--- src/hw/rtl/hsvc_pkg.sv ---
// ----------------------------------------------------------------------------
// hsvc_pkg
// Shared types and constants for the HSV color pixel classifier.
// ----------------------------------------------------------------------------
`default_nettype none

package hsvc_pkg;

   localparam int CHAN_W      = 8;
   localparam int NUM_W       = 20;   // widest dividend: 3840 * 255
   localparam int QUO_W       = 12;   // hue quotient reaches 3840
   localparam int DIV_STAGES  = QUO_W;
   localparam int HUE_W       = 15;
   localparam int TOL_W       = 14;
   localparam int SAT_CFG_W   = 11;
   localparam int CSR_IDX_W   = 3;
   localparam int CSR_DATA_W  = 15;

   localparam int HUE_SECTOR  = 3840;
   localparam int HUE_TURN    = 23040;
   localparam int HUE_HALF    = 11520;

   localparam logic [HUE_W-1:0]     HUE_CENTER_RST = HUE_W'(8832);
   localparam logic [TOL_W-1:0]     HUE_TOL_RST    = TOL_W'(1408);
   localparam logic [SAT_CFG_W-1:0] SAT_LOW_RST    = SAT_CFG_W'(307);
   localparam logic [SAT_CFG_W-1:0] SAT_HIGH_RST   = SAT_CFG_W'(1034);
   localparam logic [CHAN_W-1:0]    VAL_LOW_RST    = CHAN_W'(10);

   typedef enum logic [CSR_IDX_W-1:0] {
      CSR_HUE_CENTER = 3'd0,
      CSR_HUE_TOL    = 3'd1,
      CSR_SAT_LOW    = 3'd2,
      CSR_SAT_HIGH   = 3'd3,
      CSR_VAL_LOW    = 3'd4
   } csr_index_type;

   typedef enum logic [1:0] {
      SECTOR_RED   = 2'd0,
      SECTOR_GREEN = 2'd1,
      SECTOR_BLUE  = 2'd2
   } sector_type;

   typedef struct packed {
      logic [CHAN_W-1:0] mx;
      logic              zero;
      logic              neg;
      sector_type        sector;
   } side_type;

   typedef struct packed {
      logic [HUE_W-1:0]     hue_center;
      logic [TOL_W-1:0]     hue_tolerance;
      logic [SAT_CFG_W-1:0] saturation_low;
      logic [SAT_CFG_W-1:0] saturation_high;
      logic [CHAN_W-1:0]    value_low;
   } cfg_type;

endpackage

`default_nettype wire

--- src/hw/rtl/hsvc_ifs.sv ---
// ----------------------------------------------------------------------------
// hsvc channel interfaces
// Valid/ready channels for pixel requests and match responses.
// ----------------------------------------------------------------------------
`default_nettype none

interface hsvc_req_if;
   logic       valid;
   logic       ready;
   logic [7:0] red;
   logic [7:0] green;
   logic [7:0] blue;

   modport source (output valid, output red, output green, output blue, input ready);
   modport sink   (input valid, input red, input green, input blue, output ready);
endinterface

interface hsvc_rsp_if;
   logic valid;
   logic ready;
   logic is_match;

   modport source (output valid, output is_match, input ready);
   modport sink   (input valid, input is_match, output ready);
endinterface

`default_nettype wire

--- src/hw/rtl/hsv_color_pixel_classifier.sv ---
// Throughput: one item per cycle unless the output stalls; one front stage, twelve
// divider stages (one quotient bit each) and two back stages, all stepping together.
// A stalled output holds the whole pipeline, including req_ch.ready.
// Reset (synchronous) clears all valid bits and loads the register defaults.
// ----------------------------------------------------------------------------
// hsv_color_pixel_classifier
// RGB pixel to HSV conversion and color-window match, one item per clock unless stalled.
// ----------------------------------------------------------------------------
`default_nettype none

module hsv_color_pixel_classifier (
   input  wire logic                            clock,
   input  wire logic                            reset,
   hsvc_req_if.sink                             req_ch,
   hsvc_rsp_if.source                           rsp_ch,
   input  wire logic                            csr_wr_en,
   input  wire logic [hsvc_pkg::CSR_IDX_W-1:0]  csr_index,
   input  wire logic [hsvc_pkg::CSR_DATA_W-1:0] csr_wdata
);
   import hsvc_pkg::*;

   cfg_type cfg_ff, cfg_in;

   logic              advance;
   logic              f_valid;
   logic [NUM_W-1:0]  f_hue_num, f_sat_num;
   logic [CHAN_W-1:0] f_hue_den, f_sat_den;
   side_type          f_side;

   logic              d_valid;
   logic [QUO_W-1:0]  d_hue_quo, d_sat_quo;
   side_type          d_side;

   always_comb begin
      cfg_in = cfg_ff;
      if (csr_wr_en) begin
         unique case (csr_index)
            CSR_HUE_CENTER: cfg_in.hue_center      = csr_wdata[HUE_W-1:0];
            CSR_HUE_TOL:    cfg_in.hue_tolerance   = csr_wdata[TOL_W-1:0];
            CSR_SAT_LOW:    cfg_in.saturation_low  = csr_wdata[SAT_CFG_W-1:0];
            CSR_SAT_HIGH:   cfg_in.saturation_high = csr_wdata[SAT_CFG_W-1:0];
            CSR_VAL_LOW:    cfg_in.value_low       = csr_wdata[CHAN_W-1:0];
            default:        cfg_in = cfg_ff;
         endcase
      end
   end

   always_ff @(posedge clock) begin
      if (reset) begin
         cfg_ff.hue_center      <= HUE_CENTER_RST;
         cfg_ff.hue_tolerance   <= HUE_TOL_RST;
         cfg_ff.saturation_low  <= SAT_LOW_RST;
         cfg_ff.saturation_high <= SAT_HIGH_RST;
         cfg_ff.value_low       <= VAL_LOW_RST;
      end else begin
         cfg_ff <= cfg_in;
      end
   end

   assign req_ch.ready = advance;

   hsvc_front u_front (
      .clock     (clock),
      .reset     (reset),
      .advance   (advance),
      .in_valid  (req_ch.valid),
      .red       (req_ch.red),
      .green     (req_ch.green),
      .blue      (req_ch.blue),
      .out_valid (f_valid),
      .hue_num   (f_hue_num),
      .hue_den   (f_hue_den),
      .sat_num   (f_sat_num),
      .sat_den   (f_sat_den),
      .side      (f_side)
   );

   hsvc_div_pipe u_div (
      .clock     (clock),
      .reset     (reset),
      .advance   (advance),
      .in_valid  (f_valid),
      .hue_num   (f_hue_num),
      .hue_den   (f_hue_den),
      .sat_num   (f_sat_num),
      .sat_den   (f_sat_den),
      .in_side   (f_side),
      .out_valid (d_valid),
      .hue_quo   (d_hue_quo),
      .sat_quo   (d_sat_quo),
      .out_side  (d_side)
   );

   hsvc_back u_back (
      .clock     (clock),
      .reset     (reset),
      .in_valid  (d_valid),
      .hue_quo   (d_hue_quo),
      .sat_quo   (d_sat_quo),
      .side      (d_side),
      .cfg       (cfg_ff),
      .rsp_ready (rsp_ch.ready),
      .advance   (advance),
      .rsp_valid (rsp_ch.valid),
      .is_match  (rsp_ch.is_match)
   );

endmodule

`default_nettype wire

--- src/hw/rtl/hsvc_front.sv ---
// ----------------------------------------------------------------------------
// hsvc_front
// First stage: max/min, sector pick and the two dividends and divisors.
// ----------------------------------------------------------------------------
`default_nettype none

module hsvc_front (
   input  wire logic                        clock,
   input  wire logic                        reset,
   input  wire logic                        advance,
   input  wire logic                        in_valid,
   input  wire logic [hsvc_pkg::CHAN_W-1:0] red,
   input  wire logic [hsvc_pkg::CHAN_W-1:0] green,
   input  wire logic [hsvc_pkg::CHAN_W-1:0] blue,
   output logic                             out_valid,
   output logic [hsvc_pkg::NUM_W-1:0]       hue_num,
   output logic [hsvc_pkg::CHAN_W-1:0]      hue_den,
   output logic [hsvc_pkg::NUM_W-1:0]       sat_num,
   output logic [hsvc_pkg::CHAN_W-1:0]      sat_den,
   output hsvc_pkg::side_type               side
);
   import hsvc_pkg::*;

   logic [CHAN_W-1:0] mx, mn, d, a, c, mag;
   logic              neg;
   sector_type        sector;

   logic              valid_ff;
   logic [NUM_W-1:0]  hue_num_ff, hue_num_in, sat_num_ff, sat_num_in;
   logic [CHAN_W-1:0] hue_den_ff, sat_den_ff;
   side_type          side_ff, side_in;

   always_comb begin
      mx = red;
      mn = red;
      if (green > mx) mx = green;
      if (blue > mx) mx = blue;
      if (green < mn) mn = green;
      if (blue < mn) mn = blue;
      d = mx - mn;

      // first channel equal to the max picks the sector
      if (red == mx) begin
         sector = SECTOR_RED;
         a = green;
         c = blue;
      end else if (green == mx) begin
         sector = SECTOR_GREEN;
         a = blue;
         c = red;
      end else begin
         sector = SECTOR_BLUE;
         a = red;
         c = green;
      end
      neg = a < c;
      mag = neg ? (c - a) : (a - c);

      // 3840 * mag as two shifts
      hue_num_in = (NUM_W'(mag) << 12) - (NUM_W'(mag) << 8);
      sat_num_in = NUM_W'(d) << 10;

      side_in.mx     = mx;
      side_in.zero   = (d == '0);
      side_in.neg    = neg;
      side_in.sector = sector;
   end

   always_ff @(posedge clock) begin
      if (advance) begin
         hue_num_ff <= hue_num_in;
         hue_den_ff <= d;
         sat_num_ff <= sat_num_in;
         sat_den_ff <= mx;
         side_ff    <= side_in;
      end
      if (reset) begin
         valid_ff <= 1'b0;
      end else if (advance) begin
         valid_ff <= in_valid;
      end
   end

   assign out_valid = valid_ff;
   assign hue_num   = hue_num_ff;
   assign hue_den   = hue_den_ff;
   assign sat_num   = sat_num_ff;
   assign sat_den   = sat_den_ff;
   assign side      = side_ff;

endmodule

`default_nettype wire

--- src/hw/rtl/hsvc_div_pipe.sv ---
// ----------------------------------------------------------------------------
// hsvc_div_pipe
// Pipelined restoring dividers for hue and saturation, one quotient bit a stage.
// ----------------------------------------------------------------------------
`default_nettype none

module hsvc_div_pipe (
   input  wire logic                        clock,
   input  wire logic                        reset,
   input  wire logic                        advance,
   input  wire logic                        in_valid,
   input  wire logic [hsvc_pkg::NUM_W-1:0]  hue_num,
   input  wire logic [hsvc_pkg::CHAN_W-1:0] hue_den,
   input  wire logic [hsvc_pkg::NUM_W-1:0]  sat_num,
   input  wire logic [hsvc_pkg::CHAN_W-1:0] sat_den,
   input  wire hsvc_pkg::side_type          in_side,
   output logic                             out_valid,
   output logic [hsvc_pkg::QUO_W-1:0]       hue_quo,
   output logic [hsvc_pkg::QUO_W-1:0]       sat_quo,
   output hsvc_pkg::side_type               out_side
);
   import hsvc_pkg::*;

   // w_* index 0 is the stage input, index i+1 is the output of stage i
   logic              w_valid   [DIV_STAGES+1];
   logic [NUM_W-1:0]  w_hue_rem [DIV_STAGES+1];
   logic [CHAN_W-1:0] w_hue_den [DIV_STAGES+1];
   logic [QUO_W-1:0]  w_hue_q   [DIV_STAGES+1];
   logic [NUM_W-1:0]  w_sat_rem [DIV_STAGES+1];
   logic [CHAN_W-1:0] w_sat_den [DIV_STAGES+1];
   logic [QUO_W-1:0]  w_sat_q   [DIV_STAGES+1];
   side_type          w_side    [DIV_STAGES+1];

   logic              valid_ff   [DIV_STAGES];
   logic [NUM_W-1:0]  hue_rem_ff [DIV_STAGES];
   logic [CHAN_W-1:0] hue_den_ff [DIV_STAGES];
   logic [QUO_W-1:0]  hue_q_ff   [DIV_STAGES];
   logic [NUM_W-1:0]  sat_rem_ff [DIV_STAGES];
   logic [CHAN_W-1:0] sat_den_ff [DIV_STAGES];
   logic [QUO_W-1:0]  sat_q_ff   [DIV_STAGES];
   side_type          side_ff    [DIV_STAGES];

   assign w_valid[0]   = in_valid;
   assign w_hue_rem[0] = hue_num;
   assign w_hue_den[0] = hue_den;
   assign w_hue_q[0]   = '0;
   assign w_sat_rem[0] = sat_num;
   assign w_sat_den[0] = sat_den;
   assign w_sat_q[0]   = '0;
   assign w_side[0]    = in_side;

   for (genvar i = 0; i < DIV_STAGES; i++) begin : g_stage
      localparam int SHIFT = QUO_W - 1 - i;

      logic [NUM_W-1:0] hue_sh, sat_sh, hue_rem_in, sat_rem_in;
      logic [QUO_W-1:0] hue_q_in, sat_q_in;
      logic             hue_ge, sat_ge;

      always_comb begin
         hue_sh     = NUM_W'(w_hue_den[i]) << SHIFT;
         hue_ge     = w_hue_rem[i] >= hue_sh;
         hue_rem_in = hue_ge ? (w_hue_rem[i] - hue_sh) : w_hue_rem[i];
         hue_q_in   = {w_hue_q[i][QUO_W-2:0], hue_ge};

         sat_sh     = NUM_W'(w_sat_den[i]) << SHIFT;
         sat_ge     = w_sat_rem[i] >= sat_sh;
         sat_rem_in = sat_ge ? (w_sat_rem[i] - sat_sh) : w_sat_rem[i];
         sat_q_in   = {w_sat_q[i][QUO_W-2:0], sat_ge};
      end

      always_ff @(posedge clock) begin
         if (advance) begin
            hue_rem_ff[i] <= hue_rem_in;
            hue_den_ff[i] <= w_hue_den[i];
            hue_q_ff[i]   <= hue_q_in;
            sat_rem_ff[i] <= sat_rem_in;
            sat_den_ff[i] <= w_sat_den[i];
            sat_q_ff[i]   <= sat_q_in;
            side_ff[i]    <= w_side[i];
         end
         if (reset) begin
            valid_ff[i] <= 1'b0;
         end else if (advance) begin
            valid_ff[i] <= w_valid[i];
         end
      end

      assign w_valid[i+1]   = valid_ff[i];
      assign w_hue_rem[i+1] = hue_rem_ff[i];
      assign w_hue_den[i+1] = hue_den_ff[i];
      assign w_hue_q[i+1]   = hue_q_ff[i];
      assign w_sat_rem[i+1] = sat_rem_ff[i];
      assign w_sat_den[i+1] = sat_den_ff[i];
      assign w_sat_q[i+1]   = sat_q_ff[i];
      assign w_side[i+1]    = side_ff[i];
   end

   assign out_valid = w_valid[DIV_STAGES];
   assign hue_quo   = w_hue_q[DIV_STAGES];
   assign sat_quo   = w_sat_q[DIV_STAGES];
   assign out_side  = w_side[DIV_STAGES];

   // final remainders and divisors are not needed downstream
   logic unused_rem;
   assign unused_rem = ^{w_hue_rem[DIV_STAGES], w_sat_rem[DIV_STAGES],
                         w_hue_den[DIV_STAGES], w_sat_den[DIV_STAGES]};

endmodule

`default_nettype wire

--- src/hw/rtl/hsvc_back.sv ---
// ----------------------------------------------------------------------------
// hsvc_back
// Hue assembly, threshold tests, circular hue distance and output register.
// ----------------------------------------------------------------------------
`default_nettype none

module hsvc_back (
   input  wire logic                       clock,
   input  wire logic                       reset,
   input  wire logic                       in_valid,
   input  wire logic [hsvc_pkg::QUO_W-1:0] hue_quo,
   input  wire logic [hsvc_pkg::QUO_W-1:0] sat_quo,
   input  wire hsvc_pkg::side_type         side,
   input  wire hsvc_pkg::cfg_type          cfg,
   input  wire logic                       rsp_ready,
   output logic                            advance,
   output logic                            rsp_valid,
   output logic                            is_match
);
   import hsvc_pkg::*;

   logic signed [15:0] base, mag, hue_s;
   logic [HUE_W-1:0]   hue_in, hue_ff;
   logic [QUO_W-1:0]   sat;
   logic               sat_ok_in, val_ok_in, sat_ok_ff, val_ok_ff, s1_valid_ff;

   logic signed [16:0] diff, hue_gap;
   logic               match_in, match_ff, out_valid_ff;

   // whole pipeline moves together; holds while the output item waits
   assign advance = !out_valid_ff || rsp_ready;

   always_comb begin
      unique case (side.sector)
         SECTOR_RED:   base = '0;
         SECTOR_GREEN: base = signed'(16'(2 * HUE_SECTOR));
         SECTOR_BLUE:  base = signed'(16'(4 * HUE_SECTOR));
         default:      base = '0;
      endcase
      mag   = signed'(16'(hue_quo));
      hue_s = side.neg ? (base - mag) : (base + mag);
      if (hue_s < 0) begin
         hue_s = hue_s + signed'(16'(HUE_TURN));
      end
      hue_in = side.zero ? '0 : hue_s[HUE_W-1:0];

      sat       = side.zero ? '0 : sat_quo;
      sat_ok_in = (sat > QUO_W'(cfg.saturation_low)) && (sat < QUO_W'(cfg.saturation_high));
      val_ok_in = side.mx > cfg.value_low;
   end

   always_comb begin
      diff    = signed'(17'(hue_ff)) - signed'(17'(cfg.hue_center));
      hue_gap = (diff < 0) ? -diff : diff;
      // out-of-range target can leave the folded distance negative
      if (hue_gap > signed'(17'(HUE_HALF))) begin
         hue_gap = signed'(17'(HUE_TURN)) - hue_gap;
      end
      match_in = (hue_gap < signed'(17'(cfg.hue_tolerance))) && sat_ok_ff && val_ok_ff;
   end

   always_ff @(posedge clock) begin
      if (advance) begin
         hue_ff    <= hue_in;
         sat_ok_ff <= sat_ok_in;
         val_ok_ff <= val_ok_in;
         match_ff  <= match_in;
      end
      if (reset) begin
         s1_valid_ff  <= 1'b0;
         out_valid_ff <= 1'b0;
      end else if (advance) begin
         s1_valid_ff  <= in_valid;
         out_valid_ff <= s1_valid_ff;
      end
   end

   assign rsp_valid = out_valid_ff;
   assign is_match  = match_ff;

endmodule

`default_nettype wire

--- src/flat_wrapper.sv ---
// flat-port wrapper written by rule: the top's interface ports become plain ports
module hsv_color_pixel_classifier_flat import hsvc_pkg::*;
  (clock, reset, csr_wr_en, csr_index, csr_wdata, req_ch_valid, req_ch_red, req_ch_green, req_ch_blue, req_ch_ready, rsp_ch_valid, rsp_ch_is_match, rsp_ch_ready);
  hsvc_req_if req_ch_i ();
  hsvc_rsp_if rsp_ch_i ();
  input  wire logic clock;
  input  wire logic reset;
  input  wire logic csr_wr_en;
  input  wire logic [hsvc_pkg::CSR_IDX_W-1:0] csr_index;
  input  wire logic [hsvc_pkg::CSR_DATA_W-1:0] csr_wdata;
  input wire logic [$bits(req_ch_i.valid)-1:0] req_ch_valid;
  input wire logic [$bits(req_ch_i.red)-1:0] req_ch_red;
  input wire logic [$bits(req_ch_i.green)-1:0] req_ch_green;
  input wire logic [$bits(req_ch_i.blue)-1:0] req_ch_blue;
  output wire logic [$bits(req_ch_i.ready)-1:0] req_ch_ready;
  output wire logic [$bits(rsp_ch_i.valid)-1:0] rsp_ch_valid;
  output wire logic [$bits(rsp_ch_i.is_match)-1:0] rsp_ch_is_match;
  input wire logic [$bits(rsp_ch_i.ready)-1:0] rsp_ch_ready;
  assign req_ch_i.valid = req_ch_valid;
  assign req_ch_i.red = req_ch_red;
  assign req_ch_i.green = req_ch_green;
  assign req_ch_i.blue = req_ch_blue;
  assign req_ch_ready = req_ch_i.ready;
  assign rsp_ch_valid = rsp_ch_i.valid;
  assign rsp_ch_is_match = rsp_ch_i.is_match;
  assign rsp_ch_i.ready = rsp_ch_ready;
  hsv_color_pixel_classifier u_core (.clock(clock), .reset(reset), .req_ch(req_ch_i), .rsp_ch(rsp_ch_i), .csr_wr_en(csr_wr_en), .csr_index(csr_index), .csr_wdata(csr_wdata));
endmodule
--- config.mk ---
export PLATFORM = sky130hd
export DESIGN_NAME = hsv_color_pixel_classifier_flat
export DESIGN_NICKNAME = d
export VERILOG_FILES = /design/src/hw/rtl/hsvc_pkg.sv /design/src/hw/rtl/hsvc_ifs.sv /design/src/hw/rtl/hsv_color_pixel_classifier.sv /design/src/hw/rtl/hsvc_front.sv /design/src/hw/rtl/hsvc_div_pipe.sv /design/src/hw/rtl/hsvc_back.sv /design/src/flat_wrapper.sv
export SDC_FILE = /design/constraint.sdc
export NUM_CORES = 2
export LEC_CHECK = 0
export BUFFER_PORTS_ARGS = -buffer_cell sky130_fd_sc_hd__buf_2
export CAP_MARGIN = 20
export CORE_UTILIZATION = 55
export CTS_CLUSTER_DIAMETER = 150
export CTS_CLUSTER_SIZE = 8
export DETAILED_ROUTE_END_ITERATION = 8
export PLACE_DENSITY_LB_ADDON = 0.08
export SYNTH_ARGS = -nofsm -noshare
export SYNTH_HDL_FRONTEND = slang
export SYNTH_HIERARCHICAL = 1
export SYNTH_SLANG_ARGS = --single-unit
--- constraint.sdc ---
create_clock -name clock -period 29 [get_ports clock]
set_clock_uncertainty 0.05 [all_clocks]
set_input_delay 2.9 -clock clock [delete_from_list [all_inputs] [get_ports clock]]
set_output_delay 2.9 -clock clock [all_outputs]
set_load 0.01 [all_outputs]
Word-level counts from Yosys, hierarchy flattened
Memories as Yosys holds them, arrays and structs flattened. A register that Yosys moved wholly into a read port is not among the register bits.
Index checks and enable logic that the tools add are counted.

storage, ports and cells
  flip-flop bits (word level) = 119
  memories kept = 8
  output and inout bits = 3
  bits of input ports = 47
  word-level logic and storage cells = 185
  RAM bits = 1116

operators by class
  bitwise logic cells = 12
  order comparisons = 36
  $add $sub $neg = 34
  reduce and logical (&&, ||, !) cells = 12
  eq/ne operators = 8
  multiplexer cells = 58

memory list
  name                     depth  bits a word  rd ports  clocked after memory_dff  wr ports  RTL line             source
  u_core.u_div.hue_rem_ff  12     20           11        0                         12        hsvc_div_pipe.sv:35  logic [NUM_W-1:0] hue_rem_ff [DIV_STAGES];
  u_core.u_div.sat_rem_ff  12     20           11        0                         12        hsvc_div_pipe.sv:38  logic [NUM_W-1:0] sat_rem_ff [DIV_STAGES];
  u_core.u_div.hue_q_ff    12     12           12        0                         12        hsvc_div_pipe.sv:37  logic [QUO_W-1:0] hue_q_ff [DIV_STAGES];
  u_core.u_div.sat_q_ff    12     12           12        0                         12        hsvc_div_pipe.sv:40  logic [QUO_W-1:0] sat_q_ff [DIV_STAGES];
  u_core.u_div.side_ff     12     12           12        0                         12        hsvc_div_pipe.sv:41  side_type side_ff [DIV_STAGES];
  u_core.u_div.hue_den_ff  12     8            11        0                         12        hsvc_div_pipe.sv:36  logic [CHAN_W-1:0] hue_den_ff [DIV_STAGES];
  +2 memories              n/a    n/a          n/a       n/a                       n/a       n/a

operators with widths
  cell                            number
  two-way mux 20 bit              24
  two-way mux 8 bit               9
  subtractor 20 x 16 -> 20 bit    3
  >= comparator 20 x 10 -> 1 bit  2
  >= comparator 20 x 11 -> 1 bit  2
  >= comparator 20 x 12 -> 1 bit  2
  >= comparator 20 x 13 -> 1 bit  2
  >= comparator 20 x 14 -> 1 bit  2
  >= comparator 20 x 15 -> 1 bit  2
  >= comparator 20 x 16 -> 1 bit  2
  >= comparator 20 x 17 -> 1 bit  2
  >= comparator 20 x 18 -> 1 bit  2
  >= comparator 20 x 8 -> 1 bit   2
  >= comparator 20 x 9 -> 1 bit   2
  subtractor 20 x 10 -> 20 bit    2
  subtractor 20 x 11 -> 20 bit    2
  subtractor 20 x 12 -> 20 bit    2
  subtractor 20 x 13 -> 20 bit    2
  subtractor 20 x 14 -> 20 bit    2
  subtractor 20 x 15 -> 20 bit    2
  subtractor 20 x 17 -> 20 bit    2
  subtractor 20 x 18 -> 20 bit    2
  subtractor 20 x 8 -> 20 bit     2
  subtractor 20 x 9 -> 20 bit     2
  38 further kinds                82

Depth between registers and ports, before layout
  depth after elaboration = 10
  depth in mapped cells = 38

Cells and area by module
The synthesis kept the hierarchy.

by module, submodules not included
  module                      times used  seq. area each (µm²)  area each (µm²)  cells each
  hsvc_div_pipe               1           27866.7               42224.2          3051
  hsvc_front                  1           980.9                 4978.5           578
  hsvc_back                   1           580.6                 4350.4           577
  hsv_color_pixel_classifier  1           1181.1                2407.3           228

Least setup slack after synthesis
No wires, ideal clock.

  path type = input to register
  start = in rsp_ch_ready
  end = mem u_core.u_div.valid_ff[0] (enable)
  required time = 28.592 ns
  path slack = -0.024 ns
  setup time = 0.358 ns
  stages = 2
  arrival = 28.616 ns
  cells stage by stage = nand2b_1 -> or2_2

RTL lines
  element      RTL line             source
  from (decl)  flat_wrapper.sv:18   input wire logic [$bits(rsp_ch_i.ready)-1:0] rsp_ch_ready;
  to (decl)    hsvc_div_pipe.sv:34  logic valid_ff [DIV_STAGES];

Worst setup path after layout
  start = in req_ch_red[5]
  end = reg u_core.u_front.hue_num_ff[17] (netlist: u_core/u_front/hue_num[17]), data pin

on the way
  cells in the longest elaborated chain, start to end = 10
  elaborated cells on any way between the ends = 15
  those cells by class = 3 x add/sub; 3 x order compare; 2 x eq/ne; 7 x mux

ends and longest elaborated chain
  element                                  RTL line            source
  from (decl)                              flat_wrapper.sv:12  input wire logic [$bits(req_ch_i.red)-1:0] req_ch_red;
  > comparator 8 bit                       hsvc_front.sv:36    if (green > mx) mx = green;
  two-way mux 8 bit                        hsvc_front.sv:36
  > comparator 8 bit                       hsvc_front.sv:37    if (blue > mx) mx = blue;
  two-way mux 8 bit                        hsvc_front.sv:37
  == test 8 bit                            hsvc_front.sv:47    end else if (green == mx) begin
  two-way mux 8 bit                        hsvc_front.sv:47
  two-way mux 8 bit                        hsvc_front.sv:43    if (red == mx) begin
  < comparator 8 bit (*)                   hsvc_front.sv:56    neg = a < c;
  named net u_core.u_front.neg             hsvc_front.sv:25    logic neg;
  two-way mux 8 bit (*)                    hsvc_front.sv:57    mag = neg ? (c - a) : (a - c);
  subtractor 20 x 16 -> 20 bit (*)         hsvc_front.sv:60    hue_num_in = (NUM_W'(mag) << 12) - (NUM_W'(mag) << 8);
  named net u_core.u_front.hue_num_in[17]  hsvc_front.sv:29    logic [NUM_W-1:0] hue_num_ff, hue_num_in, sat_num_ff, sat_num_in;
  to (signal assigned)                     hsvc_front.sv:71    hue_num_ff <= hue_num_in;
  to (decl)                                hsvc_front.sv:29

The timed path passes the listed nets; every way through them passes the cells marked *.
A chain may end at the register's enable or synchronous reset.

==> qor.csv <==
metric,value,unit
outcome,"complete, no violations",
gpl congestion,0.893,
first-pass GRT wire length,166,mm
crit-path most repeated cell,ha_1,
combinational share of power,0.424,
Total GRT Usage,0.210,
# Max-Cap Violations,0,
largest net degree at the start of global routing,176,
Rows,114,
Core Box Area,97000,sq um
RSZ-0062 raised after global routing,no,
Max stage delay on crit path,0.78,ns
clock share of power,0.208,
P_sw,2.66,mW
H-tree level count,4,
Critical-path top delay cell,nand3_1,
NumNets Final,4925,
hold path start,u_core/u_div/side_ff[0][12],
die area,99400,sq um
worst setup margin,17.05,ns
"commonest non-fill, non-tap cell in the layout",edfxtp_1,
Period minus WS final,11.95,ns
worst hold path endpoint,u_core/u_div/side_ff[0][24],
Die Span Y,315,um
"CTS clk-pin slew, worst paths",0.05,ns
Vias/cell,5.67,
final WL,103,mm
measured slew at the worst slew-check pin,1.04,ns
reg2reg path depth,26,
Int Power,4.72,mW
post-synth cell types,111,
f_max,83.7,MHz
Worst setup SP type,input port,
initial antenna violation count,0,
CTS tree,done,
Worst Path Required,29.44,ns
Peak VDD IR,0.0908,mV
Worst R2R End,u_core/u_back/is_match,
Initial Util,0.556,
Synth Instances,4434,
Ant. Diodes,0,
switch share,0.361,
Overflow after GRT,0,
CTS root buf,clkbuf_16,
"commonest cells after routing, fill and taps aside","edfxtp_1, inv_1, ha_1",
drt first pass iters,5,
"Cell Area, Synth",54000,sq um
Initial DRC Count,1879,
#FFs+latches synth,1040,
vias,33100,
final setup vio count,0,
Final Hold Vio Count,0,
"Primary FF master, synth",edfxtp_1,
CP arrival,12.38,ns
CP Capture Type,flip-flop,
WS Path Type,in2reg,
CTS sink count,1040,
# resized after CTS,0,
Sum Neg Setup Slack,0,ns
post-CTS setup buffers,0,
Hold Path Depth,0,
PD cells,124,nW/um^2
clock buffer depth,3,
"Hold-fix buffers, CTS",0,
R2R Setup Slk,22.59,ns
synth warn,6,
Pins Over Slew Limit,0,
Post-synth EDFFs,978,
dpl hpwl,74.3,mm
worst hold-check path type,reg2reg,
antenna-violating nets left,0,
"Async S/R FF share, synth",0,
Synth Area per Inst,12.2,sq um
PortBufs,49,
DRC violations left,0,
LEAKAGE,23.1,nW
crit-path max FO,29,
num ports,50,
Worst R2R Start,u_core/u_back/hue_ff[0],
Reg power frac,0.368,
post-detailed-route wirelength per cell,17.6,um
vias in the first global route,32500,
share of cells above drive strength 1,0.0877,
"Period Utilization, post-route",0.412,
Final Hold Slack,0.331,ns
Worst slew margin,0.299,
clock latency on the worst-skew pair,0.76,ns
DIE WIDTH,315,um
"worst slack, placed",16.43,ns
area delta synth->final,10.4,%
"Seq/Total Area, Yosys",0.567,
Num CTS Buffers,147,
==> Yosys cell counts (60+ instances only) <==
| master | number | area [sq um] |
|---|---|---|
| dfxtp_1 | 62 | 1240 |
| ha_1 | 313 | 3920 |
| nor3_1 | 135 | 676 |
| xnor2_1 | 140 | 1230 |
| nand2_1 | 186 | 698 |
| o21a_1 | 86 | 646 |
| inv_1 | 390 | 1460 |
| edfxtp_1 | 978 | 29400 |
| clkbuf_1 | 60 | 225 |
| nor2b_1 | 79 | 494 |
| xor2_1 | 108 | 946 |
| o21ai_0 | 220 | 1100 |
| nand3_1 | 68 | 340 |
| a21oi_1 | 194 | 971 |
| nand2b_1 | 94 | 588 |
| mux2i_1 | 90 | 901 |
| nor2_1 | 257 | 965 |
==> per-layer routing <==
layer,vias up,GRT usage,share of wire
li1,16700,-,-
met1,15800,0.262,0.44
met2,539,0.368,0.50
met3,172,0.0328,0.033
met4,0,0.0711,0.024
met5,-,0,0
==> state kept, by name (all words and copies together), names as in the netlist <==
name                       flops
u_core/u_div/sat_q_ff         78
u_core/u_back/val_ok_ff        1
u_core/u_div/valid_ff         12
u_core/u_front/out_valid       1
u_core/u_div/sat_den_ff       88
u_core/u_div/hue_rem_ff      220
u_core/u_front/side           12
u_core/u_back/hue_ff          15
u_core/u_div/hue_den_ff       88
u_core/u_front/hue_num        12
u_core/u_back/s1_valid_ff      1
u_core/u_back/is_match         1
u_core/u_back/sat_ok_ff        1
u_core/u_back/rsp_valid        1
u_core/u_front/sat_num         8
u_core/u_div/side_ff         144
u_core/cfg_ff                 59
u_core/u_div/sat_rem_ff      220
u_core/u_div/hue_q_ff         78
==> cell families after synthesis <==
logic type,after synthesis,share of synthesized area
muxes,149,0.0296
xor gates and xnor gates,248,0.0403
adders and majority gates,340,0.0826
and+or+nand+nor,1160,0.117
buffers and inverters,536,0.0423
other,1,0.0000695
AOI/OAI and AO/OA,960,0.121
DFF,1040,0.567
==> worst max-delay path by stage <==
| stage | from | end | slack [ns] |
|---|---|---|---|
| floorplan | rsp_ch_ready | req_ch_ready | 11.11 |
| global placement | req_ch_red[5] | u_core/u_front/hue_num[17] | 16.59 |
| detailed placement | req_ch_red[5] | u_core/u_front/hue_num[17] | 16.43 |
| CTS | req_ch_red[5] | u_core/u_front/hue_num[17] | 17.23 |
| global route | req_ch_red[5] | u_core/u_front/hue_num[18] | 16.34 |
| finish | req_ch_red[5] | u_core/u_front/hue_num[17] | 17.05 |
==> area by class of cell <==
| cell class | count | area, sq um |
|---|---|---|
| well taps | 1276 | 1600 |
| repair buffers | 77 | 520 |
| fillers | 7715 | 37400 |
| clock inverters | 15 | 423 |
| clock buffers | 167 | 3750 |
| multi-input cells | 2877 | 21200 |
| inverters | 395 | 1480 |
| flip-flops and latches | 1040 | 30600 |
==> per-stage QoR <==
stage,instances,power (mW),cell area (sq um),util
after global placement,5662,5.80,55300,0.570
final,5847,7.38,59600,0.614
after floorplan,4453,5.14,54000,-
after detailed placement,5662,5.85,55300,0.570
after global routing,5847,7.95,59600,0.614
after CTS,5844,7.43,59500,0.613
==> critical path: cells and delay by family <==
| kind | cells | cell delay [ns] |
|---|---|---|
| AO/OA/AOI/OAI | 11 | 3.51 |
| XOR/XNOR | 2 | 0.67 |
| adder cells (fa/ha/maj) | 5 | 1.80 |
| buffers and inverters | 4 | 0.52 |
| multiplexers | 1 | 0.11 |
| AND/OR/NAND/NOR | 9 | 2.84 |
==> power by group through the flow <==
stage / logic [mW] / registers [mW] / clock network, mW
6_report: 3.13 / 2.72 / 1.53
5_1_grt: 3.54 / 2.78 / 1.63
4_1_cts: 3.13 / 2.72 / 1.58
3_5_place_dp: 3.11 / 2.75 / 0
3_3_place_gp: 3.06 / 2.73 / 0
2_1_floorplan: 2.54 / 2.60 / 0
Note: power is estimated with default switching activity, not from simulation.
